[config.mk]
export PLATFORM = sky130hd
export DESIGN_NAME = arp_request_reply_engine
export DESIGN_NICKNAME = d
export VERILOG_FILES = /design/src/arpre_pkg.sv /design/src/arp_request_reply_engine.sv
export SDC_FILE = /design/constraint.sdc
export NUM_CORES = 1
export LEC_CHECK = 0
export BUFFER_PORTS_ARGS = -buffer_cell sky130_fd_sc_hd__buf_2
export CAP_MARGIN = 20
export CORE_ASPECT_RATIO = 1.2
export CORE_MARGIN = 2
export CORE_UTILIZATION = 51
export CTS_BUF_LIST = sky130_fd_sc_hd__clkbuf_4
export DETAILED_ROUTE_END_ITERATION = 7
export PLACE_DENSITY_LB_ADDON = 0.1
export SYNTH_ARGS = -nofsm -noshare
export SYNTH_HDL_FRONTEND = slang
export SYNTH_SLANG_ARGS = --single-unit
[constraint.sdc]
create_clock -name clock -period 42.2 [get_ports clock]
set_input_delay 6.33 -clock clock [delete_from_list [all_inputs] [get_ports clock]]
set_output_delay 6.33 -clock clock [all_outputs]
set_load 0.005 [all_outputs]
[src/arpre_pkg.sv]
// Package for the ARP request/reply engine: item structs, result and opcode
// codes, register indexes and fixed address constants. No dependencies.
package arpre_pkg;

   localparam int CSR_INDEX_W = 2;
   localparam int CSR_DATA_W  = 48;

   localparam logic [CSR_INDEX_W-1:0] CSR_OWN_IP    = 2'd0;
   localparam logic [CSR_INDEX_W-1:0] CSR_OWN_MAC   = 2'd1;
   localparam logic [CSR_INDEX_W-1:0] CSR_PROTO     = 2'd2;

   localparam logic [1:0] KIND_BIND  = 2'd0;
   localparam logic [1:0] KIND_REQ   = 2'd1;
   localparam logic [1:0] KIND_REPLY = 2'd2;
   localparam logic [1:0] KIND_ALARM = 2'd3;

   localparam logic [1:0]  OP_NONE      = 2'd0;
   localparam logic [1:0]  OP_REQUEST   = 2'd1;
   localparam logic [1:0]  OP_REPLY     = 2'd2;
   localparam logic [15:0] OPCODE_REQ16 = 16'd1;

   localparam logic       ITEM_LOOKUP = 1'b0;

   localparam logic [31:0] SUBNET_MASK     = 32'hffff_ff00;
   localparam logic [47:0] BCAST_MAC       = 48'hffff_ffff_ffff;
   localparam logic [15:0] PROTO_RESET     = 16'h0800;

   typedef struct packed {
      logic        operation;
      logic [31:0] lookup_ip;
      logic [15:0] arp_protocol;
      logic [15:0] arp_opcode_in;
      logic [47:0] sender_mac;
      logic [31:0] sender_ip;
      logic [31:0] target_ip_in;
      logic [47:0] frame_source_mac;
   } arpre_req_type;

   typedef struct packed {
      logic [1:0]  result_kind;
      logic [31:0] bind_ip;
      logic [47:0] bind_mac;
      logic [1:0]  out_opcode;
      logic [31:0] out_target_ip;
      logic [47:0] out_target_mac;
      logic [47:0] alarm_mac;
      logic        last_result;
   } arpre_rsp_type;

endpackage

[src/arp_request_reply_engine.sv]
// ARP request/reply engine top level: input register, decision logic,
// result register and a one-deep hold for the reply. Uses arpre_pkg.
//
//   channel  ports                          handshake
//   req      start, busy, req_data          taken when start && !busy
//   rsp      rsp_valid, rsp_data            one-cycle strobe, no backpressure
//   csr      csr_wr_en, csr_index, csr_wdata written when csr_wr_en
//
// A taken item is held in the input register, and its first result is then
// registered in the result register. One item can be taken every cycle; an
// item that yields a binding plus a reply holds busy for one cycle while the
// reply is loaded into the hold register, and busy keeps a new item out.
// Reset (synchronous) empties the pipeline and loads the register defaults.
// Results cannot be stalled by the receiver.
module arp_request_reply_engine (
   input  logic                                    clock,
   input  logic                                    reset,
   input  logic                                    start,
   output logic                                    busy,
   input  arpre_pkg::arpre_req_type                req_data,
   output logic                                    rsp_valid,
   output arpre_pkg::arpre_rsp_type                rsp_data,
   input  logic                                    csr_wr_en,
   input  logic [arpre_pkg::CSR_INDEX_W-1:0]       csr_index,
   input  logic [arpre_pkg::CSR_DATA_W-1:0]        csr_wdata
);
   import arpre_pkg::*;

   logic [31:0]   own_ip_ff, own_ip_in;
   logic [47:0]   own_mac_ff, own_mac_in;
   logic [15:0]   proto_ff, proto_in;

   logic          s1_valid_ff, s1_valid_in;
   arpre_req_type s1_data_ff, s1_data_in;
   logic          pend_ff, pend_in;
   arpre_rsp_type pend_data_ff, pend_data_in;
   logic          rsp_valid_ff, rsp_valid_in;
   arpre_rsp_type rsp_data_ff, rsp_data_in;

   arpre_rsp_type first_res, second_res;
   logic          first_ok;
   logic          two_res;
   logic          take;
   logic          proto_match, forged, want_reply;

   always_comb begin
      proto_match = (s1_data_ff.arp_protocol == proto_ff);
      forged      = (s1_data_ff.sender_mac != own_mac_ff) &&
                    (s1_data_ff.sender_ip == own_ip_ff);
      want_reply  = (s1_data_ff.arp_opcode_in == OPCODE_REQ16) &&
                    (s1_data_ff.target_ip_in == own_ip_ff);

      first_res  = '0;
      second_res = '0;
      first_ok   = 1'b0;
      two_res    = 1'b0;

      second_res.result_kind    = KIND_REPLY;
      second_res.out_opcode     = OP_REPLY;
      second_res.out_target_ip  = s1_data_ff.sender_ip;
      second_res.out_target_mac = s1_data_ff.sender_mac;
      second_res.last_result    = 1'b1;

      first_res.last_result = 1'b1;
      if (s1_data_ff.operation == ITEM_LOOKUP) begin
         first_ok = 1'b1;
         if (s1_data_ff.lookup_ip == (own_ip_ff & SUBNET_MASK)) begin
            first_res.result_kind = KIND_BIND;
            first_res.bind_ip     = s1_data_ff.lookup_ip;
            first_res.bind_mac    = BCAST_MAC;
         end else if (s1_data_ff.lookup_ip == own_ip_ff) begin
            first_res.result_kind = KIND_BIND;
            first_res.bind_ip     = s1_data_ff.lookup_ip;
            first_res.bind_mac    = own_mac_ff;
         end else begin
            first_res.result_kind   = KIND_REQ;
            first_res.out_opcode    = OP_REQUEST;
            first_res.out_target_ip = s1_data_ff.lookup_ip;
         end
      end else if (proto_match) begin
         first_ok = 1'b1;
         if (forged) begin
            first_res.result_kind = KIND_ALARM;
            first_res.alarm_mac   = s1_data_ff.frame_source_mac;
         end else begin
            first_res.result_kind = KIND_BIND;
            first_res.bind_ip     = s1_data_ff.sender_ip;
            first_res.bind_mac    = s1_data_ff.sender_mac;
            first_res.last_result = !want_reply;
            two_res               = want_reply;
         end
      end
   end

   // no new item enters while a two-result item is being split
   assign busy = s1_valid_ff && two_res;
   assign take = start && !busy;

   always_comb begin
      own_ip_in  = own_ip_ff;
      own_mac_in = own_mac_ff;
      proto_in   = proto_ff;
      if (csr_wr_en) begin
         case (csr_index)
            CSR_OWN_IP:  own_ip_in  = csr_wdata[31:0];
            CSR_OWN_MAC: own_mac_in = csr_wdata[47:0];
            CSR_PROTO:   proto_in   = csr_wdata[15:0];
            default:     ;
         endcase
      end

      s1_valid_in = take;
      s1_data_in  = take ? req_data : s1_data_ff;

      pend_in      = s1_valid_ff && two_res;
      pend_data_in = second_res;

      if (pend_ff) begin
         rsp_valid_in = 1'b1;
         rsp_data_in  = pend_data_ff;
      end else begin
         rsp_valid_in = s1_valid_ff && first_ok;
         rsp_data_in  = first_res;
      end
   end

   always_ff @(posedge clock) begin
      if (reset) begin
         own_ip_ff    <= '0;
         own_mac_ff   <= '0;
         proto_ff     <= PROTO_RESET;
         s1_valid_ff  <= 1'b0;
         pend_ff      <= 1'b0;
         rsp_valid_ff <= 1'b0;
      end else begin
         own_ip_ff    <= own_ip_in;
         own_mac_ff   <= own_mac_in;
         proto_ff     <= proto_in;
         s1_valid_ff  <= s1_valid_in;
         pend_ff      <= pend_in;
         rsp_valid_ff <= rsp_valid_in;
      end
   end

   always_ff @(posedge clock) begin
      s1_data_ff   <= s1_data_in;
      pend_data_ff <= pend_data_in;
      rsp_data_ff  <= rsp_data_in;
   end

   assign rsp_valid = rsp_valid_ff;
   assign rsp_data  = rsp_data_ff;

`ifndef SYNTHESIS
   a_no_collide: assert property (@(posedge clock) disable iff (reset)
      pend_ff |-> !s1_valid_ff)
      else $error("held reply collides with a new item");

   a_split_holds: assert property (@(posedge clock) disable iff (reset)
      (s1_valid_ff && two_res) |=> pend_ff)
      else $error("second result not held");

   a_hold_once: assert property (@(posedge clock) disable iff (reset)
      pend_ff |=> !pend_ff)
      else $error("hold register stuck");

   a_hold_emits: assert property (@(posedge clock) disable iff (reset)
      pend_ff |=> (rsp_valid_ff && rsp_data_ff.result_kind == KIND_REPLY))
      else $error("held reply not emitted");

   a_last_follows: assert property (@(posedge clock) disable iff (reset)
      (rsp_valid_ff && !rsp_data_ff.last_result) |=>
         (rsp_valid_ff && rsp_data_ff.last_result))
      else $error("final result missing after non-final one");
`endif

endmodule

==> qor.csv, run 1 <==
metric;value;unit
xor/xnor share of the synthesized area;0.0688;
post-route clock period utilization;0.224;
Synth Area in Simple Gates;0.0891;
Required @ worst endpoint;35.87;ns
Post-synth EDFFs;225;
Die Height;223;µm
reg-to-reg setup timing slack;38.52;ns
largest buffer count on any clock path;3;
Post-CTS Setup Inserts;0;
share of synthesized registers carrying an async set or reset;0;
number of library cell types mapped by synthesis;40;
WL per Instance;21.9;µm
largest net degree at the start of global routing;174;
worst-path maximum fanout;3;
Avg Cell Area, Syn;13.6;µm²
Cell Count, Final, Fillers Out;2725;
Rows;80;
CP arrival;3.14;ns
Vias/cell;5.32;
Port-buffer cells;493;
Clock Tree Root;clkbuf_4;
Slew HR;0.248;
die width;186;µm
crit start category;flop;
share of cells above drive strength 1;0.353;
first-pass GRT wire length;87800;µm
most frequent cells in the layout;buf_2 (492), dfxtp_1 (391), clkbuf_4 (230);
largest family of logic cells by synthesized area;compound AO/OA/AOI/OAI gates;
Ys Warns;0;
Post-route DRC;0;
P_leak;10.8;nW
initial DRC count;1195;
min Tclk post-route;9.47;ns
Fin. Hold Viols;0;
die area;41600;µm²
post-synthesis adder-cell area fraction;0;
Placement Setup Slack;33.55;ns
drt first pass iters;5;
Worst R2R Start;pend_data_in[70];
Fmax;0.106;GHz
GPL Wtd Cong;0.850;
Placed Cells;2448;
Tightest Pin Transition;1.13;ns
Post-Syn Area;20400;µm²
GR Util All Layers;0.284;
Synth Area in Compound Gates;0.102;
critical path class;flop to output port;
peak supply drop;33.2;µV
run status;finished clean;
CTS H-tree lvls;4;
final net count;2342;
drt total wl;59800;µm
Net Count, Synth;1781;
antenna viol nets, final;0;
Area growth syn-to-layout;23.6;%
total CTS buffers;146;
Setup TNS Final;0;ns
Resize count post-CTS;0;
Min-Delay Startpoint;pend_data_in[80];
Post-Route Utilization;0.636;
clk sink count;617;
Worst Hold Class;flop to flop;
I/O pin count;494;
commonest non-fill, non-tap cell in the layout;buf_2;
initial antenna violation count;13;
Setup violations, final;0;
design area;25200;µm²
Synth Instances;1502;
post-synthesis sequential area ratio;0.717;
Post-DP HPWL;40600;µm
Initial Utilization;0.514;
TritonCTS clock tree;done;
mux share of post-synthesis cell area;0;
ys flop type;dfxtp_1;
via count;14500;
PD cells;48.3;nW/µm²
clock-pin slew on the worst setup and hold paths;0.08;ns
grt ovf;0;
clk_skew;0.0480;ns
final slew viol count;0;
Clk Latency, worst-skew pair;0.86;ns
setup ws final;32.73;ns
core area;39600;µm²
Crit. End Element;output port;
RSZ-0062 raised after global routing;no;
Post-DP Area;23200;µm²
Hold Slack;0.413;ns
Post-CTS Hold Buffers;0;
MaxCap Viol Count;0;
total chip power;1.22;mW
Worst Setup SP;pend_data_in[70];
number of global-route vias before repair;14700;
#FFs+latches synth;617;
cells in the mapped netlist (32+ instances only):
master    count  area share
and2_1       48       0.015
and3_1       51       0.016
nand2_1     192       0.035
a22o_1       32       0.014
a32o_1       80       0.039
edfxtp_1    225        0.33
dfxtp_1     392        0.39
xnor2_1      78       0.034
a31o_1       40       0.017
xor2_1       82       0.035
a21oi_1      96       0.024
clkbuf_1     59       0.011
metal layers:
metal  GRT usage  up-vias  share of wire
met1       0.344     6928           0.38
met2       0.470      779           0.49
met5           0        -         0.0011
li1            -     6637              -
met3      0.0801      148          0.087
met4       0.139       10          0.037
sequential cells by signal (all words and copies together), names as in the netlist:
signal / cells
rsp_valid: 1
pend_data_in: 80
proto_ff: 16
s1_data_ff: 145
rsp_data: 213
pend_ff: 1
pend_data_ff: 80
s1_valid_ff: 1
own_mac_ff: 48
own_ip_ff: 32
cells by family after synthesis:
logic type / Yosys count
buffers and inverters: 99
AO/OA/AOI/OAI: 265
AND/OR/NAND/NOR: 361
flip-flops: 617
XOR/XNOR: 160
cell type report:
| type | count | area (µm²) |
|---|---|---|
| Sequential cell | 617 | 14600 |
| Fill cell | 3245 | 14400 |
| Multi-Input combinational cell | 786 | 5350 |
| Timing Repair Buffer | 509 | 2600 |
| Clock buffer | 230 | 1730 |
| Tap cell | 533 | 667 |
| Clock inverter | 40 | 215 |
| Antenna cell | 7 | 17.5 |
| Inverter | 3 | 11.3 |
report_power, final:
part | leakage, nW | internal (mW) | switching, mW
Sequential | 5.41 | 0.648 | 0.0189
Clock | 1.15 | 0.260 | 0.231
Combinational | 4.26 | 0.0254 | 0.0325
Total | 10.8 | 0.934 | 0.282
worst max-delay path: stages (launching register included):
cell,delay (ns)
edfxtp_1,0.42
xor2_1,0.16
nor4_1,0.57
nand4_1,0.40
o311ai_4,0.41
and3_1,0.19
buf_2,0.14
final timing paths:
path	end	depth (start not counted)
max	busy	6
min	pend_data_ff[80]	0
min reg2reg	pend_data_ff[80]	0
max reg2reg	s1_data_ff[194]	7
Power figures use the tool's default switching activity.
==> run 2: changes to the inputs <==
Settings changed: ABC_AREA set to 1.
Clock period 42.2 ns to 9.75 ns, I/O delays scaled along.
==> run 2 against run 1 <==
Compared with the run above: synthesized cell count increased by 39%; total power increased to 4.4 times the previous value; combinational power increased to 4.8 times the previous value; count of clock-buffer cells in the layout decreased by 6; global-route usage decreased by 0.63 points; synthesized area increased by 5.2%.
==> qor.csv, run 2 <==
metric;value;unit;change
run status;finished clean;;unchanged
Yosys top cell by area;dfxtp_1;;unchanged
Fillers;3591;;was 3245
core area;41700;µm²;was 39600 µm²
Min-Delay Startpoint;pend_data_in[105];;was pend_data_in[80]
Post-Syn Area;21400;µm²;was 20400 µm²
I/O pin count;494;;unchanged
total CTS buffers;150;;was 146
#FFs+latches synth;617;;unchanged
Worst path slowest cell;nand2_4;;was nor4_1
clk_skew;0.0626;ns;was 0.0480 ns
total chip power;5.35;mW;was 1.22 mW
largest buffer count on any clock path;3;;unchanged
die width;191;µm;was 186 µm
Setup TNS Final;0;ns;unchanged
GPL Wtd Cong;0.871;;was 0.850
TritonCTS clock tree;done;;unchanged
final net count;2931;;was 2342
worst reg2reg path endpoint;s1_data_ff[2];;was s1_data_ff[194]
PD cells;203;nW/µm²;was 48.3 nW/µm²
peak supply drop;127;µV;was 33.2 µV
RSZ-0062 raised after global routing;no;;unchanged
Fmax;0.187;GHz;
Worst Setup SP;pend_data_in[73];;was pend_data_in[70]
Post-route DRC;0;;unchanged
post-synthesis sequential area ratio;0.681;;was 0.717
reg-to-reg setup timing slack;5.21;ns;was 38.52 ns
Largest register FFs;213;;unchanged
Worst R2R Start;pend_data_in[99];;was pend_data_in[70]
share of cells above drive strength 1;0.275;;was 0.353
Critical path buffers and inverters;2;;was 1
design area;26400;µm²;was 25200 µm²
Vias/cell;4.93;;was 5.32
Required @ worst endpoint;8.29;ns;was 35.87 ns
Die Height;229;µm;was 223 µm
initial antenna violation count;6;;was 13
Slew HR;0.237;;was 0.248
Hold Path End;pend_data_ff[105];;was pend_data_ff[80]
Synth Instances;2090;;was 1502
worst reg2reg path depth;12;;was 7
crit start category;flop;;unchanged
drt first pass iters;5;;unchanged
Post-synth EDFFs;225;;unchanged
P_leak;12.4;nW;was 10.8 nW
Min-Delay Path Depth;0;;unchanged
drt total wl;61300;µm;was 59800 µm
worst-path maximum fanout;83;;was 3
clock-pin slew on the worst setup and hold paths;0.07;ns;was 0.08 ns
first-pass GRT wire length;91100;µm;was 87800 µm
top cells by area, synth;dfxtp_1 (37%), edfxtp_1 (32%), nand2_1 (6.7%), nand3_1 (4.1%), inv_1 (3.7%);;was dfxtp_1 (39%), edfxtp_1 (33%), a32o_1 (3.9%), nand2_1 (3.5%), xor2_1 (3.5%)
via count;16400;;was 14500
WL per Instance;18.4;µm;was 21.9 µm
Port-buffer cells;493;;unchanged
die area;43700;µm²;was 41600 µm²
number of global-route vias before repair;16300;;was 14700
Post-DP Area;24300;µm²;was 23200 µm²
grt ovf;0;;unchanged
Clk Latency, worst-skew pair;0.90;ns;was 0.86 ns
final slew viol count;0;;unchanged
CP arrival;3.88;ns;was 3.14 ns
share of synthesized registers carrying an async set or reset;0;;unchanged
critical path class;flop to output port;;unchanged
Rows;82;;was 80
Post-DP HPWL;41700;µm;was 40600 µm
number of library cell types mapped by synthesis;25;;was 40
min Tclk post-route;5.34;ns;
Post-CTS Hold Buffers;0;;unchanged
clk sink count;617;;unchanged
initial DRC count;1081;;was 1195
Crit path max-delay family;simple AND/OR/NAND/NOR gates;;unchanged
Initial Utilization;0.515;;was 0.514
Net Count, Synth;2369;;was 1781
antenna viol nets, final;0;;unchanged
top-count cell post-synth;dfxtp_1;;unchanged
Worst Hold Class;flop to flop;;unchanged
most frequent cells in the layout;buf_2 (493), dfxtp_1 (391), nand2_1 (379);;was buf_2 (492), dfxtp_1 (391), clkbuf_4 (230)
post-route clock period utilization;0.548;;
Synth top area share;0.366;;was 0.385
Setup violations, final;0;;unchanged
ys flop type;dfxtp_1;;unchanged
cell breakdown of the critical path;xnor2_1, nand2_1, nor2_1, nand2_1, nor2_1, nand3_1, nand2_4, nand3_1, inv_1, buf_2;;was xor2_1, nor4_1, nand4_1, o311ai_4, and3_1, buf_2
Ys Warns;0;;unchanged
slowest cell delay on critical path;0.87;ns;was 0.57 ns
GR Util All Layers;0.278;;was 0.284
Avg Cell Area, Syn;10.3;µm²;was 13.6 µm²
Resize count post-CTS;0;;unchanged
Fin. Hold Viols;0;;unchanged
CTS H-tree lvls;4;;unchanged
Area growth syn-to-layout;22.9;%;was 23.6%
Post-synth top cells;dfxtp_1 (392), nand2_1 (381), edfxtp_1 (225);;was dfxtp_1 (392), edfxtp_1 (225), nand2_1 (192)
commonest non-fill, non-tap cell in the layout;buf_2;;unchanged
MaxCap Viol Count;0;;unchanged
Crit. End Element;output port;;unchanged
Post-CTS Setup Inserts;0;;unchanged
largest net degree at the start of global routing;144;;was 174
Tightest Pin Transition;1.15;ns;was 1.13 ns
Clock Tree Root;clkbuf_4;;unchanged
-- run 2: cell count changes after synthesis, moves of 32 or more --
cell,change
o21ai_0,+87
and3_1,-51
a21oi_1,+56
nand2_1,+189
a22o_1,-32
a31o_1,-40
xor2_1,-38
and2_1,-45
nand3_1,+174
inv_1,+207
nor2_1,+200
a32o_1,-80
-- run 2: per-stage QoR --
step                      hold slack (ns)  cells  setup WS (ns)  utilization
after floorplan                     0.329   2090           3.31            -
after global placement              0.392   3045           5.23        0.583
after detailed placement            0.395   3045           5.19        0.583
after CTS                           0.396   3318           4.32        0.632
after global routing                0.395   3322           4.27        0.633
final                               0.383   3323           4.41        0.633
-- run 2: worst reg2reg max path, stage by stage (launching register included) --
cell and delay (ns):
edfxtp_1 0.43, nand2_1 0.10, nand2_1 0.06, nor3_1 0.17, nand2_1 0.09, nor2_1 0.10
nand2_1 0.08, nor2_1 0.22, nand2_4 0.63, nand3_1 0.26, nand2_1 0.17, inv_8 0.77
buf_4 0.94
-- run 2: worst max path at each step --
stage | to | depth (start not counted) | slack, ns
detailed placement | s1_data_ff[34] | 11 | 5.19
finish | busy | 10 | 4.41
global placement | s1_data_ff[31] | 11 | 5.23
global route | busy | 10 | 4.27
floorplan | pend_data_in[100] | 2 | 3.31
CTS | busy | 10 | 4.32
-- run 2: area by class of cell --
type | count | area, µm² | share of cell area
inverters | 217 | 825 | 0.0313
multi-input cells | 1161 | 5630 | 0.213
clock inverters | 49 | 362 | 0.0137
repair buffers | 505 | 2560 | 0.0973
diodes | 4 | 10.0 | 0.000380
well taps | 546 | 683 | 0.0259
flip-flops and latches | 617 | 14600 | 0.554
clock buffers | 224 | 1680 | 0.0638
-- run 2: power by group --
part,switching (mW),total (mW),internal (mW),leakage [nW]
sequential,0.0641,2.84,2.77,5.41
clock,1.01,2.23,1.21,1.20
combinational,0.166,0.277,0.112,5.76
total,1.24,5.35,4.10,12.4
-- run 2: kinds of logic after synthesis --
kind of cell           after synthesis  synth area share
XOR/XNOR                           132            0.0539
flip-flops                         617             0.681
AO/OA/AOI/OAI                      240            0.0560
buffers and inverters              312            0.0574
AND/OR/NAND/NOR                    789             0.152
-- run 2: metal layers --
layer | vias to the layer above | GRT usage | part of all wire
li1 | 7949 | - | -
met2 | 751 | 0.458 | 0.49
met4 | 6 | 0.146 | 0.042
met5 | - | 0 | 0.00064
met1 | 7550 | 0.336 | 0.39
met3 | 139 | 0.0694 | 0.079
